<file path="src/rtl/cpfl_pkg.sv">
`timescale 1ns / 1ps
package cpfl_pkg;

  // Frame store and counter sizing
  localparam int FRAME_BYTES = 64;
  localparam int ADDR_W      = $clog2(FRAME_BYTES);
  localparam int LEN_W       = $clog2(FRAME_BYTES + 1);
  localparam int CNT_W       = (LEN_W > 7) ? LEN_W : 7;

  // Queue between front and back
  localparam int Q_DEPTH = 4;
  localparam int Q_AW    = $clog2(Q_DEPTH);
  localparam int Q_CW    = $clog2(Q_DEPTH + 1);

  // Frame header bytes
  localparam logic [7:0] HDR_B0 = 8'h55;
  localparam logic [7:0] HDR_B1 = 8'hFF;
  localparam logic [7:0] HDR_B2 = 8'h00;

  localparam logic [6:0] LIMIT_RESET = 7'd64;
  localparam logic [6:0] COUNT_MAX   = 7'd127;

  // Input mode codes
  localparam logic MODE_SEND = 1'b0;
  localparam logic MODE_RECV = 1'b1;

  // Result kind codes
  localparam logic [1:0] KIND_LINE   = 2'd0;
  localparam logic [1:0] KIND_DATA   = 2'd1;
  localparam logic [1:0] KIND_STATUS = 2'd2;

  // Exchange status codes
  localparam logic [1:0] STAT_OK       = 2'd0;
  localparam logic [1:0] STAT_NO_RESP  = 2'd1;
  localparam logic [1:0] STAT_BAD_LINK = 2'd2;
  localparam logic [1:0] STAT_BAD_RESP = 2'd3;

  // Classified item handed from front to back
  typedef struct packed {
    logic       is_recv;
    logic [7:0] data;
    logic       last;
  } item_t;

  // Queue head as seen by the back part
  typedef struct packed {
    logic  valid;
    item_t item;
  } q_head_t;

  // One result item
  typedef struct packed {
    logic [1:0] kind;
    logic [7:0] value;
    logic [1:0] status;
    logic [6:0] count;
    logic       eor;
  } res_t;

  function automatic logic [7:0] hdr_byte(input logic [1:0] idx);
    logic [7:0] b;
    case (idx)
      2'd0:    b = HDR_B0;
      2'd1:    b = HDR_B1;
      default: b = HDR_B2;
    endcase
    return b;
  endfunction

endpackage

</file>
<file path="src/rtl/cpfl_front.sv">
`timescale 1ns / 1ps
module cpfl_front (
  input  logic            clk,
  input  logic            rst_n,
  input  logic            in_valid,
  output logic            in_ready,
  input  logic            in_mode,
  input  logic [7:0]      in_data,
  input  logic            in_last,
  input  logic            pop,
  output cpfl_pkg::q_head_t head
);
  import cpfl_pkg::*;

  item_t            q_r [Q_DEPTH];
  logic [Q_AW-1:0]  wr_ptr_r, wr_ptr_nxt;
  logic [Q_AW-1:0]  rd_ptr_r, rd_ptr_nxt;
  logic [Q_CW-1:0]  cnt_r, cnt_nxt;
  logic             push;
  logic             do_pop;
  item_t            new_item;

  // Classify the incoming item
  always_comb begin
    new_item.is_recv = (in_mode == MODE_RECV);
    new_item.data    = in_data;
    new_item.last    = in_last;
  end

  assign in_ready   = (cnt_r != Q_CW'(Q_DEPTH));
  assign push       = in_valid && in_ready;
  assign do_pop     = pop && (cnt_r != '0);
  assign head.valid = (cnt_r != '0);
  assign head.item  = q_r[rd_ptr_r];

  // Advance pointers and count
  always_comb begin
    wr_ptr_nxt = push ? wr_ptr_r + 1'b1 : wr_ptr_r;
    rd_ptr_nxt = do_pop ? rd_ptr_r + 1'b1 : rd_ptr_r;
    cnt_nxt    = cnt_r;
    if (push && !do_pop) begin
      cnt_nxt = cnt_r + 1'b1;
    end else if (!push && do_pop) begin
      cnt_nxt = cnt_r - 1'b1;
    end
  end

  always_ff @(posedge clk) begin
    if (!rst_n) begin
      wr_ptr_r <= '0;
      rd_ptr_r <= '0;
      cnt_r    <= '0;
    end else begin
      wr_ptr_r <= wr_ptr_nxt;
      rd_ptr_r <= rd_ptr_nxt;
      cnt_r    <= cnt_nxt;
    end
  end

  // Store the accepted item
  always_ff @(posedge clk) begin
    if (push) begin
      q_r[wr_ptr_r] <= new_item;
    end
  end

endmodule

</file>
<file path="src/rtl/cpfl_back.sv">
`timescale 1ns / 1ps
module cpfl_back (
  input  logic              clk,
  input  logic              rst_n,
  input  cpfl_pkg::q_head_t head,
  output logic              pop,
  input  logic [6:0]        reply_limit,
  output logic              res_valid,
  input  logic              res_ready,
  output cpfl_pkg::res_t    res
);
  import cpfl_pkg::*;

  typedef enum logic [3:0] {
    ST_IDLE = 4'b0001,
    ST_SEND = 4'b0010,
    ST_RX   = 4'b0100,
    ST_STAT = 4'b1000
  } state_t;

  state_t           state_r, state_nxt;
  item_t            cur_r, cur_nxt;
  logic [6:0]       slot_r, slot_nxt;
  logic [CNT_W-1:0] sent_len_r, sent_len_nxt;
  logic [7:0]       send_sum_r, send_sum_nxt;
  logic             frame_open_r, frame_open_nxt;
  logic [CNT_W-1:0] rx_pos_r, rx_pos_nxt;
  logic             echo_fail_r, echo_fail_nxt;
  logic             reply_fail_r, reply_fail_nxt;
  logic [7:0]       half_r, half_nxt;
  logic [15:0]      held_r, held_nxt;
  logic             held_v_r, held_v_nxt;
  logic [7:0]       rx_sum_r, rx_sum_nxt;
  logic [CNT_W-1:0] pairs_r, pairs_nxt;
  res_t             res_r, res_nxt;
  logic             res_valid_r, res_valid_nxt;

  // Frame store
  logic [7:0]       mem [FRAME_BYTES];
  logic [7:0]       rd_data_r;
  logic             mem_we;
  logic [7:0]       mem_wdata;

  logic             out_free;
  logic             emit;

  // Send start terms
  logic             hdr;
  logic [CNT_W:0]   base;
  logic             fits;
  logic [7:0]       sum0;

  // Send slot selection
  logic [6:0]       low;
  logic [2:0]       sel;
  logic [7:0]       slot_val;

  // Receive terms
  logic [CNT_W-1:0] rel;
  logic [CNT_W-1:0] m;
  logic [7:0]       pa, pb;
  logic [1:0]       st;
  logic [6:0]       cnt_out;

  assign out_free  = !res_valid_r || res_ready;
  assign pop       = (state_r == ST_IDLE) && head.valid && out_free;
  assign res_valid = res_valid_r;
  assign res       = res_r;

  // Lowest pending slot of the send sequence
  always_comb begin
    low = slot_r & (~slot_r + 7'd1);
    sel = 3'd0;
    for (int i = 6; i >= 0; i--) begin
      if (slot_r[i]) begin
        sel = 3'(i);
      end
    end
    case (sel)
      3'd0, 3'd1, 3'd2: slot_val = hdr_byte(sel[1:0]);
      3'd3:             slot_val = cur_r.data;
      3'd4:             slot_val = ~cur_r.data;
      3'd5:             slot_val = send_sum_r;
      default:          slot_val = ~send_sum_r;
    endcase
  end

  // Send start planning
  always_comb begin
    hdr  = !frame_open_r;
    base = hdr ? (CNT_W + 1)'(3) : {1'b0, sent_len_r};
    fits = (base + (CNT_W + 1)'(4)) <= (CNT_W + 1)'(FRAME_BYTES);
    sum0 = hdr ? 8'h00 : send_sum_r;
  end

  // Exchange status
  always_comb begin
    m       = rx_pos_r - sent_len_r;
    pa      = held_r[15:8];
    pb      = held_r[7:0];
    cnt_out = 7'd0;
    if (echo_fail_r || (rx_pos_r < sent_len_r)) begin
      st = STAT_BAD_LINK;
    end else if (rx_pos_r == sent_len_r) begin
      st = STAT_NO_RESP;
    end else if (reply_fail_r || (m < CNT_W'(5)) || !m[0] || !held_v_r) begin
      st = STAT_BAD_RESP;
    end else if ((pa != ~pb) || (pa != rx_sum_r)) begin
      st = STAT_BAD_RESP;
    end else begin
      st      = STAT_OK;
      cnt_out = (pairs_r > CNT_W'(COUNT_MAX)) ? COUNT_MAX : pairs_r[6:0];
    end
  end

  assign rel = rx_pos_r - sent_len_r;

  // Sequencer
  always_comb begin
    state_nxt      = state_r;
    cur_nxt        = cur_r;
    slot_nxt       = slot_r;
    sent_len_nxt   = sent_len_r;
    send_sum_nxt   = send_sum_r;
    frame_open_nxt = frame_open_r;
    rx_pos_nxt     = rx_pos_r;
    echo_fail_nxt  = echo_fail_r;
    reply_fail_nxt = reply_fail_r;
    half_nxt       = half_r;
    held_nxt       = held_r;
    held_v_nxt     = held_v_r;
    rx_sum_nxt     = rx_sum_r;
    pairs_nxt      = pairs_r;
    res_nxt        = res_r;
    emit           = 1'b0;
    mem_we         = 1'b0;
    mem_wdata      = slot_val;

    case (state_r)
      ST_IDLE: begin
        if (pop) begin
          cur_nxt = head.item;
          if (head.item.is_recv) begin
            state_nxt = ST_RX;
          end else begin
            // Plan header, data pair and sum pair slots
            slot_nxt       = {head.item.last, head.item.last, fits, fits, hdr, hdr, hdr};
            sent_len_nxt   = hdr ? '0 : sent_len_r;
            send_sum_nxt   = fits ? sum0 + head.item.data : sum0;
            frame_open_nxt = !head.item.last;
            if (hdr || fits || head.item.last) begin
              state_nxt = ST_SEND;
            end
          end
        end
      end

      ST_SEND: begin
        if (out_free) begin
          // Emit one line byte and store it for the echo check
          emit          = 1'b1;
          res_nxt.kind  = KIND_LINE;
          res_nxt.value = slot_val;
          res_nxt.status = STAT_OK;
          res_nxt.count = 7'd0;
          res_nxt.eor   = ((slot_r & ~low) == 7'd0);
          slot_nxt      = slot_r & ~low;
          if (sent_len_r < CNT_W'(FRAME_BYTES)) begin
            mem_we       = 1'b1;
            sent_len_nxt = sent_len_r + 1'b1;
          end
          if ((slot_r & ~low) == 7'd0) begin
            state_nxt = ST_IDLE;
          end
        end
      end

      ST_RX: begin
        if (out_free) begin
          res_nxt.kind   = KIND_DATA;
          res_nxt.value  = held_r[15:8];
          res_nxt.status = STAT_OK;
          res_nxt.count  = 7'd0;
          res_nxt.eor    = !cur_r.last;
          if (rx_pos_r < CNT_W'(FRAME_BYTES)) begin
            rx_pos_nxt = rx_pos_r + 1'b1;
            if (rx_pos_r < sent_len_r) begin
              // Echo byte
              if (rd_data_r != cur_r.data) begin
                echo_fail_nxt = 1'b1;
              end
            end else if (!echo_fail_r) begin
              if (rel < CNT_W'(3)) begin
                // Reply header byte
                if (cur_r.data != hdr_byte(rel[1:0])) begin
                  reply_fail_nxt = 1'b1;
                end
              end else if (rel[0]) begin
                half_nxt = cur_r.data;
              end else begin
                // Second byte of a pair: confirm the held pair
                if (held_v_r && !reply_fail_r) begin
                  if (held_r[15:8] != ~held_r[7:0]) begin
                    reply_fail_nxt = 1'b1;
                  end else begin
                    rx_sum_nxt = rx_sum_r + held_r[15:8];
                    if (pairs_r < CNT_W'(reply_limit)) begin
                      emit = 1'b1;
                    end
                    pairs_nxt = pairs_r + 1'b1;
                  end
                end
                held_nxt   = {half_r, cur_r.data};
                held_v_nxt = 1'b1;
              end
            end
          end
          state_nxt = cur_r.last ? ST_STAT : ST_IDLE;
        end
      end

      ST_STAT: begin
        if (out_free) begin
          // Emit status and clear the burst
          emit           = 1'b1;
          res_nxt.kind   = KIND_STATUS;
          res_nxt.value  = 8'h00;
          res_nxt.status = st;
          res_nxt.count  = cnt_out;
          res_nxt.eor    = 1'b1;
          rx_pos_nxt     = '0;
          echo_fail_nxt  = 1'b0;
          reply_fail_nxt = 1'b0;
          half_nxt       = 8'h00;
          held_nxt       = 16'h0000;
          held_v_nxt     = 1'b0;
          rx_sum_nxt     = 8'h00;
          pairs_nxt      = '0;
          state_nxt      = ST_IDLE;
        end
      end

      default: begin
        state_nxt = ST_IDLE;
      end
    endcase

    // Hold or drop the output register
    if (emit) begin
      res_valid_nxt = 1'b1;
    end else if (res_ready) begin
      res_valid_nxt = 1'b0;
    end else begin
      res_valid_nxt = res_valid_r;
    end
  end

  always_ff @(posedge clk) begin
    if (!rst_n) begin
      state_r      <= ST_IDLE;
      sent_len_r   <= '0;
      send_sum_r   <= 8'h00;
      frame_open_r <= 1'b0;
      rx_pos_r     <= '0;
      echo_fail_r  <= 1'b0;
      reply_fail_r <= 1'b0;
      half_r       <= 8'h00;
      held_r       <= 16'h0000;
      held_v_r     <= 1'b0;
      rx_sum_r     <= 8'h00;
      pairs_r      <= '0;
      res_valid_r  <= 1'b0;
    end else begin
      state_r      <= state_nxt;
      sent_len_r   <= sent_len_nxt;
      send_sum_r   <= send_sum_nxt;
      frame_open_r <= frame_open_nxt;
      rx_pos_r     <= rx_pos_nxt;
      echo_fail_r  <= echo_fail_nxt;
      reply_fail_r <= reply_fail_nxt;
      half_r       <= half_nxt;
      held_r       <= held_nxt;
      held_v_r     <= held_v_nxt;
      rx_sum_r     <= rx_sum_nxt;
      pairs_r      <= pairs_nxt;
      res_valid_r  <= res_valid_nxt;
    end
  end

  // Payload registers
  always_ff @(posedge clk) begin
    cur_r  <= cur_nxt;
    slot_r <= slot_nxt;
    res_r  <= res_nxt;
  end

  // Frame store: write on send, registered read at the receive position
  always_ff @(posedge clk) begin
    if (mem_we) begin
      mem[sent_len_r[ADDR_W-1:0]] <= mem_wdata;
    end
    rd_data_r <= mem[rx_pos_r[ADDR_W-1:0]];
  end

endmodule

</file>
<file path="src/rtl/complement_pair_frame_link_unit.sv">
`timescale 1ns / 1ps
// Channel  Direction  tdata (low bit up)                         tuser   tlast
// in_      input      data[7:0]                                  mode    last
// out_     output     value[7:0] status[9:8] reply_count[16:10]  kind    end_of_run
// cfg_     input      reply_limit[6:0] on cfg_wr_en              -       -
//
// A send item is dequeued and then sent as up to 7 line bytes, one result each;
// the back sequencer emits one result per cycle while the output is not stalled.
// A receive item is dequeued while the frame store is read, then checked, and,
// when it ends a burst, followed by a status result.
// A four-entry queue lets input be taken while the back works or the output stalls.
// Reset (rst_n low, synchronous) clears the frame state; the frame store needs no clear.
module complement_pair_frame_link_unit (
  input  logic        clk,
  input  logic        rst_n,
  input  logic        in_tvalid,
  output logic        in_tready,
  input  logic [7:0]  in_tdata,   // data
  input  logic        in_tuser,   // mode
  input  logic        in_tlast,
  output logic        out_tvalid,
  input  logic        out_tready,
  output logic [23:0] out_tdata,  // value, status, reply_count, zero fill
  output logic [1:0]  out_tuser,  // kind
  output logic        out_tlast,
  input  logic        cfg_wr_en,
  input  logic [6:0]  cfg_wr_data
);
  import cpfl_pkg::*;

  logic [6:0] reply_limit_r;
  q_head_t    head;
  logic       pop;
  res_t       res;

  // Reply limit register
  always_ff @(posedge clk) begin
    if (!rst_n) begin
      reply_limit_r <= LIMIT_RESET;
    end else if (cfg_wr_en) begin
      reply_limit_r <= cfg_wr_data;
    end
  end

  cpfl_front u_front (
    .clk      (clk),
    .rst_n    (rst_n),
    .in_valid (in_tvalid),
    .in_ready (in_tready),
    .in_mode  (in_tuser),
    .in_data  (in_tdata),
    .in_last  (in_tlast),
    .pop      (pop),
    .head     (head)
  );

  cpfl_back u_back (
    .clk         (clk),
    .rst_n       (rst_n),
    .head        (head),
    .pop         (pop),
    .reply_limit (reply_limit_r),
    .res_valid   (out_tvalid),
    .res_ready   (out_tready),
    .res         (res)
  );

  // Pack the result item
  assign out_tdata = {7'd0, res.count, res.status, res.value};
  assign out_tuser = res.kind;
  assign out_tlast = res.eor;

endmodule
</file>
<file path="config.mk">
export PLATFORM = sky130hd
export DESIGN_NAME = complement_pair_frame_link_unit
export DESIGN_NICKNAME = d
export VERILOG_FILES = /design/src/rtl/cpfl_pkg.sv /design/src/rtl/cpfl_front.sv /design/src/rtl/cpfl_back.sv /design/src/rtl/complement_pair_frame_link_unit.sv
export SDC_FILE = /design/constraint.sdc
export NUM_CORES = 1
export LEC_CHECK = 0
export BUFFER_PORTS_ARGS = -buffer_cell sky130_fd_sc_hd__buf_4
export CAP_MARGIN = 20
export CORE_MARGIN = 10
export CORE_UTILIZATION = 45
export CTS_CLUSTER_SIZE = 12
export DETAILED_ROUTE_END_ITERATION = 10
export PLACE_DENSITY_LB_ADDON = 0.05
export SLEW_MARGIN = 10
export SYNTH_ARGS = -nofsm -noshare
export SYNTH_HDL_FRONTEND = slang
export SYNTH_SLANG_ARGS = --single-unit
</file>
<file path="constraint.sdc">
create_clock -name clk -period 8.91 [get_ports clk]
set_clock_uncertainty 0.05 [all_clocks]
set_input_delay 0.4455 -clock clk [delete_from_list [all_inputs] [get_ports clk]]
set_output_delay 0.4455 -clock clk [all_outputs]
set_load 0.02 [all_outputs]
</file>
* Word-level counts from Yosys, hierarchy flattened
Memories as Yosys holds them, arrays and structs flattened. A register that Yosys moved wholly into a read port is not among the register bits.
Index checks and enable logic that the tools add are counted.
** Storage, ports and cells
- Register bits after elaboration :: 120
- Latch bits :: 0
- RAM bits :: 552
- ROM bits :: 0
- Bits of input ports :: 22
- Output and inout bits :: 29
- Logic and storage cells :: 279
- Memories :: 2
** Memories
- u_back.mem :: depth 64, width 8, read ports 1, clocked after Yosys merged registers in 1, wr ports 1, line cpfl_back.sv:39 : logic [7:0] mem [FRAME_BYTES];
- u_front.q_r :: depth 4, width 10, read ports 1, clocked after Yosys merged registers in 1, wr ports 1, line cpfl_front.sv:15 : item_t q_r [Q_DEPTH];
** Operators by class
- Add/subtract/negate cells :: 12
- Multiply operators :: 0
- Div/mod/pow operators :: 0
- Magnitude comparators :: 8
- Eq/ne operators :: 40
- Shift operators :: 0
- Multiplexer cells :: 136
- Bitwise operators :: 8
- Reduce and logical (&&, ||, !) cells :: 48
** Operators with widths (count)
- 8-bit two-way mux :: 23
- 7-bit two-way mux :: 25
- 16-bit two-way mux :: 7
- 8-bit case mux with 2 select lines :: 4
- 20-bit two-way mux :: 3
- 20-bit case mux with 3 select lines :: 1
- 7-bit case mux with 2 select lines :: 4
- 1-bit two-way mux :: 39
- 4-bit two-way mux :: 8
- 8-bit inequality test :: 4
- 16-bit case mux with 2 select lines :: 1
- 8-bit case mux with 4 select lines :: 1
- 7-bit by 1-bit adder with 7-bit output (second input constant) :: 4
- 3-bit two-way mux :: 9
- 8-bit NOT :: 3
- 2-bit by 1-bit inequality test with 1-bit output (second input constant) :: 10
- 10-bit AND reduction :: 2
- 6-bit AND reduction :: 3
- 8-bit adder :: 2
- 2-bit inequality test (second input constant) :: 8
- 4-bit case mux with 4 select lines :: 1
- 8-bit AND reduction :: 2
- 7-bit AND :: 2
- 7-bit less-than comparator :: 2
- 39 further kinds :: 84

* Logic depth before layout (Yosys ltp)
- Word-level depth :: 17
- Mapped depth :: 15
- Mapped depth without buffers :: 11

* By module
A second synthesis with hierarchy kept.
** Second synthesis, totals
- Cell total of the unflattened synthesis :: 1602
- Area total of the unflattened synthesis :: 28386.0 um^2
** By module, submodules not included
- cpfl_back :: times used 1, cells an instance 1472, area an instance 26121.3 um^2, sequential area each 18017.3 um^2
- cpfl_front :: times used 1, cells an instance 100, area an instance 1945.6 um^2, sequential area each 1381.3 um^2
- complement_pair_frame_link_unit :: times used 1, cells an instance 30, area an instance 319.1 um^2, sequential area each 140.1 um^2

* Worst setup path after synthesis
No wires, ideal clock.
- Path kind :: reg-to-reg
- From :: reg u_back.slot_r[3]
- To :: mem u_back.mem[0][3] (data pin)
- Library setup time :: 1025 ps
- Arrival time :: 5599 ps
- Data required time :: 7835 ps
- Slack :: 2237 ps
- Stages on the path, launching flop included :: 5
- Path buffers :: 1
- Clock period less this slack :: 6673 ps
- Cell sequence :: edfxtp_1 -> clkbuf_1 -> or4_1 -> a21o_1 -> o311ai_0
** On the way
- Word-level cells in the longest chain between the ends :: 7
- Elaborated cells on any way between the ends :: 15
- Classes of those cells :: eq/ne: 6; mux: 6; reduce/logical: 3
** RTL lines
- start: declaration :: line cpfl_back.sv:23 : logic [6:0] slot_r, slot_nxt;
- start signal: assignment :: line cpfl_back.sv:293 : slot_r <= slot_nxt;
- 3-bit two-way mux * (4 in series) :: line cpfl_back.sv:75 : if (slot_r[i]) begin
- 2-bit by 1-bit == test with 1-bit output (tied with other cells) :: line cpfl_pkg.sv:62 : case (idx)
- 8-bit case mux with 2 select lines or 3-bit OR reduction (tied branches) :: line cpfl_pkg.sv:62, cpfl_back.sv:79
- 8-bit case mux with 4 select lines * :: line cpfl_back.sv:79 : case (sel)
- via u_back.mem_wdata[3] :: line cpfl_back.sv:42 : logic [7:0] mem_wdata;
- end: declaration :: line cpfl_back.sv:39
The timed path passes the listed nets; every way through them passes the cells marked *.

==> results.sh <==
export IMPL_ys_flop_type="sky130_fd_sc_hd__edfxtp_1"
export IMPL_critical_path_startpoint_type="register"
export IMPL_layout_area_seq_sq_mm=0.0195
export IMPL_die_area_sq_mm=0.0734
export IMPL_cts_root_buf="sky130_fd_sc_hd__clkbuf_16"
export IMPL_ys_ff_latch=682
export IMPL_totalNegativeSetupSlack_ns=0
export IMPL_syn_instance_count=1644
export IMPL_synthTopCellsByArea="sky130_fd_sc_hd__edfxtp_1 (62%), sky130_fd_sc_hd__mux4_2 (14%), sky130_fd_sc_hd__dfxtp_1 (6.6%), sky130_fd_sc_hd__mux2i_1 (1.7%), sky130_fd_sc_hd__nor2_1 (1.6%)"
export IMPL_seq_area_frac_synth=0.689
export IMPL_area_delta_synth_final_pct=12.9
export IMPL_critical_path_max_fanout=37
export IMPL_remaining_drc_errors=0
export IMPL_final_nets=1780
export IMPL_intPower_mw=6.02
export IMPL_clk_path_buf_depth=3
export IMPL_first_pass_grt_wire_length_microns=98700
export IMPL_gp_congestion=0.802
export IMPL_critical_path_endpoint_type="register"
export IMPL_ant_nets=0
export IMPL_timing_slew_headroom=0.304
export IMPL_seq_power_share=0.497
export IMPL_ir_drop_uv=144
export IMPL_top_count_cell_post_synth="sky130_fd_sc_hd__edfxtp_1"
export IMPL_dr_total_vias=14800
export IMPL_multi_input_comb_area_sq_mm=0.00833
export IMPL_floorplan_core_area_sq_mm=0.0621
export IMPL_global_route_usage_total=0.179
export IMPL_grt_pass1_vias=15000
export IMPL_clkPwrFrac=0.360
export IMPL_dr_first_iter_drc_count=1068
export IMPL_rr_startpoint="u_back.rx_pos_r[0]$_SDFFE_PN0P_"
export IMPL_setup_viol_count_final=0
export IMPL_yosys_warnings=0
export IMPL_detail_route_wl_per_cell_microns=25.2
export IMPL_number_of_antenna_violations_at_the_first_check_in_global_routing=1
export IMPL_rsz0062_at_grt="no"
export IMPL_grt_start_max_net_pins=92
export IMPL_hpwlAfterDp_microns=40600
export IMPL_io_pin_count=51
export IMPL_tritoncts="done"
export IMPL_layoutNonFillerInstCount=2610
export IMPL_timing_worst_slew_pin_value_ns=1.04
export IMPL_power_density_cell_area_mw_per_mm2=256
export IMPL_drt_first_pass_iters=5
export IMPL_maxCapViolations=0
export IMPL_postCtsSetupRepairBufs=0
export IMPL_num_rows=91
export IMPL_ys_top_cells_by_count="sky130_fd_sc_hd__edfxtp_1 (588), sky130_fd_sc_hd__mux4_2 (178), sky130_fd_sc_hd__nor2_1 (122)"
export IMPL_post_route_clock_period_utilization=0.445
export IMPL_worst_hold_startpoint="cfg_wr_data[1]"
export IMPL_setup_worst_path_class="reg -> reg"
export IMPL_cts_sinks=682
export IMPL_initial_core_util=0.457
export IMPL_post_layout_utilization_of_the_core=0.516
export IMPL_power_switching_mw=2.17
export IMPL_share_comb_of_total_power=0.142
export IMPL_synth_edff_count=588
export IMPL_worstSetupStartpoint="u_back.rx_pos_r[0]$_SDFFE_PN0P_"
export IMPL_netSwitchingFraction=0.265
export IMPL_worst_endpoint_required_ns=9.34
export IMPL_async_flop_share=0
export IMPL_ys_types=68
export IMPL_hold_path_class="in -> reg"
export IMPL_final_min_clock_period_ns=3.97
export IMPL_vias_per_cell=5.66
export IMPL_chip_width_microns=271
export IMPL_die_height_microns=271
export IMPL_n_antenna_cell=0
export IMPL_postSynthAreaPerCell_sq_um=17.2
export IMPL_cts_clk_slew_worst_paths_ns=0.06
export IMPL_tritoncts_num_buffers=75
export IMPL_route_final_wire_length_microns=65700
export IMPL_drive_above_1_share=0.210
export IMPL_p_leak_nw=10.2
export IMPL_syn_cell_area_sq_mm=0.0283
export IMPL_ctsHtreeMaxLevel=3
export IMPL_cp_data_arrival_time_ns=4.40
export IMPL_status="finished, final reports clean"
export IMPL_synth_largest_area_cell="sky130_fd_sc_hd__edfxtp_1"
export IMPL_max_freq_mhz=252
export IMPL_final_setup_worst_slack_ns=4.94
export IMPL_nFillCells=5074
export IMPL_power_mw=8.19
export IMPL_final_hold_violation_count=0
export IMPL_clock_latency_ns=0.62
export IMPL_place_ws_ns=4.82
export IMPL_timing_max_transition_violations_final=0
export IMPL_port_buffers=43
export IMPL_synthDominantCellAreaShare=0.623
export IMPL_number_of_cells_in_the_design_after_placement=2467
export IMPL_grt_overflow=0
per-layer routing:
layer / vias up / global-route usage / part of all wire
met5: - / 0 / 0
met4: 0 / 0.0617 / 0.030
met3: 110 / 0.0349 / 0.046
met2: 359 / 0.290 / 0.49
met1: 7650 / 0.238 / 0.44
li1: 6645 / - / -
power groups by stage:
stage / combinational (mW) / sequential, mW / clock (mW)
after floorplan: 0.793 / 4.08 / 0
after global placement: 1.16 / 4.15 / 0
after detailed placement: 1.19 / 4.15 / 0
after CTS: 1.19 / 4.08 / 3.02
after global routing: 1.29 / 4.10 / 3.15
final: 1.17 / 4.08 / 2.95
sequential cells by signal (all words and copies together) (netlist names), 2 cells and up, named ones only:
name / count
u_front.cnt_r: 3
u_front.rd_ptr_r: 2
u_back.slot_r: 7
u_back.cur_r: 9
u_back.sent_len_r: 7
u_front.q_r: 40
u_back.pairs_r: 7
u_back.state_r: 4
reply_limit_r: 7
u_back.send_sum_r: 8
u_back.rd_data_r: 8
u_front.wr_ptr_r: 2
u_back.half_r: 8
u_back.mem: 512
u_back.res: 20
u_back.rx_sum_r: 8
u_back.rx_pos_r: 7
u_back.held_r: 16
cells by family (layout without fill, tap and decap cells):
kind of cell,Yosys count,in the layout,share of synthesized area
muxes,226,226,0.158
DFF,682,682,0.689
and+or+nand+nor,375,375,0.0631
AOI/OAI and AO/OA,155,155,0.0369
adders and majority gates,40,40,0.0186
buffers and inverters,124,247,0.0207
other,1,7,0.000132
xor gates and xnor gates,41,41,0.0127
path summary, 6_finish.rpt:
path	to	slack, ns	cells past startpoint
max	u_back.rd_data_r[4]$_DFF_P_	4.94	5
min	reply_limit_r[1]$_SDFFE_PN0P_	0.05	3
max reg2reg	u_back.rd_data_r[4]$_DFF_P_	4.94	5
min reg2reg	u_back.rx_sum_r[3]$_SDFFE_PN0P_	0.41	2
placed cells by master (no fill, tap or decap), types with 8 or more instances in the layout:
cell,instances
sky130_fd_sc_hd__a21oi_1,43
sky130_fd_sc_hd__and2_1,22
sky130_fd_sc_hd__and3_1,11
sky130_fd_sc_hd__buf_4,65
sky130_fd_sc_hd__clkbuf_1,16
sky130_fd_sc_hd__clkbuf_16,76
sky130_fd_sc_hd__clkinv_1,15
sky130_fd_sc_hd__clkinv_2,12
sky130_fd_sc_hd__dfxtp_1,90
sky130_fd_sc_hd__dlygate4sd3_1,11
sky130_fd_sc_hd__edfxtp_1,588
sky130_fd_sc_hd__ha_1,35
sky130_fd_sc_hd__inv_1,37
sky130_fd_sc_hd__mux2i_1,47
sky130_fd_sc_hd__mux4_2,178
sky130_fd_sc_hd__nand2_1,93
sky130_fd_sc_hd__nand2b_1,8
sky130_fd_sc_hd__nand3_1,43
sky130_fd_sc_hd__nand4_1,16
sky130_fd_sc_hd__nor2_1,122
sky130_fd_sc_hd__nor2b_1,23
sky130_fd_sc_hd__o211ai_1,9
sky130_fd_sc_hd__o21ai_0,28
sky130_fd_sc_hd__xnor2_1,25
sky130_fd_sc_hd__xor2_1,16
worst max-delay path, cell delays in order, from the launching register on:
cell                      delay [ns]
sky130_fd_sc_hd__dfxtp_4        0.78
sky130_fd_sc_hd__buf_4          0.73
sky130_fd_sc_hd__buf_4          0.65
sky130_fd_sc_hd__mux4_2         0.58
sky130_fd_sc_hd__mux4_2         0.51
sky130_fd_sc_hd__mux4_2         0.48
through the flow:
stage,area (sq um),hold WS [ns]
3_3_place_gp,29600,0.393
4_1_cts,32000,0.0251
2_1_floorplan,28400,0.385
3_5_place_dp,29600,0.403
6_report,32000,0.0525
5_1_grt,32000,0.0317
cell type report:
class	instances	share of cell area
Tap cell	837	0.0327
Inverter	39	0.00457
Clock inverter	36	0.00978
Sequential cell	682	0.611
Timing Repair Buffer	77	0.0190
Clock buffer	95	0.0626
Multi-Input combinational cell	844	0.260
timing repair:
item | CTS | global route
hold buffers | 11 | 0
resized for setup | 0 | 0
endpoints found under the hold margin | 41 | 0
endpoints found under the setup margin | 0 | 0
Note: power is estimated with default switching activity, not from simulation.
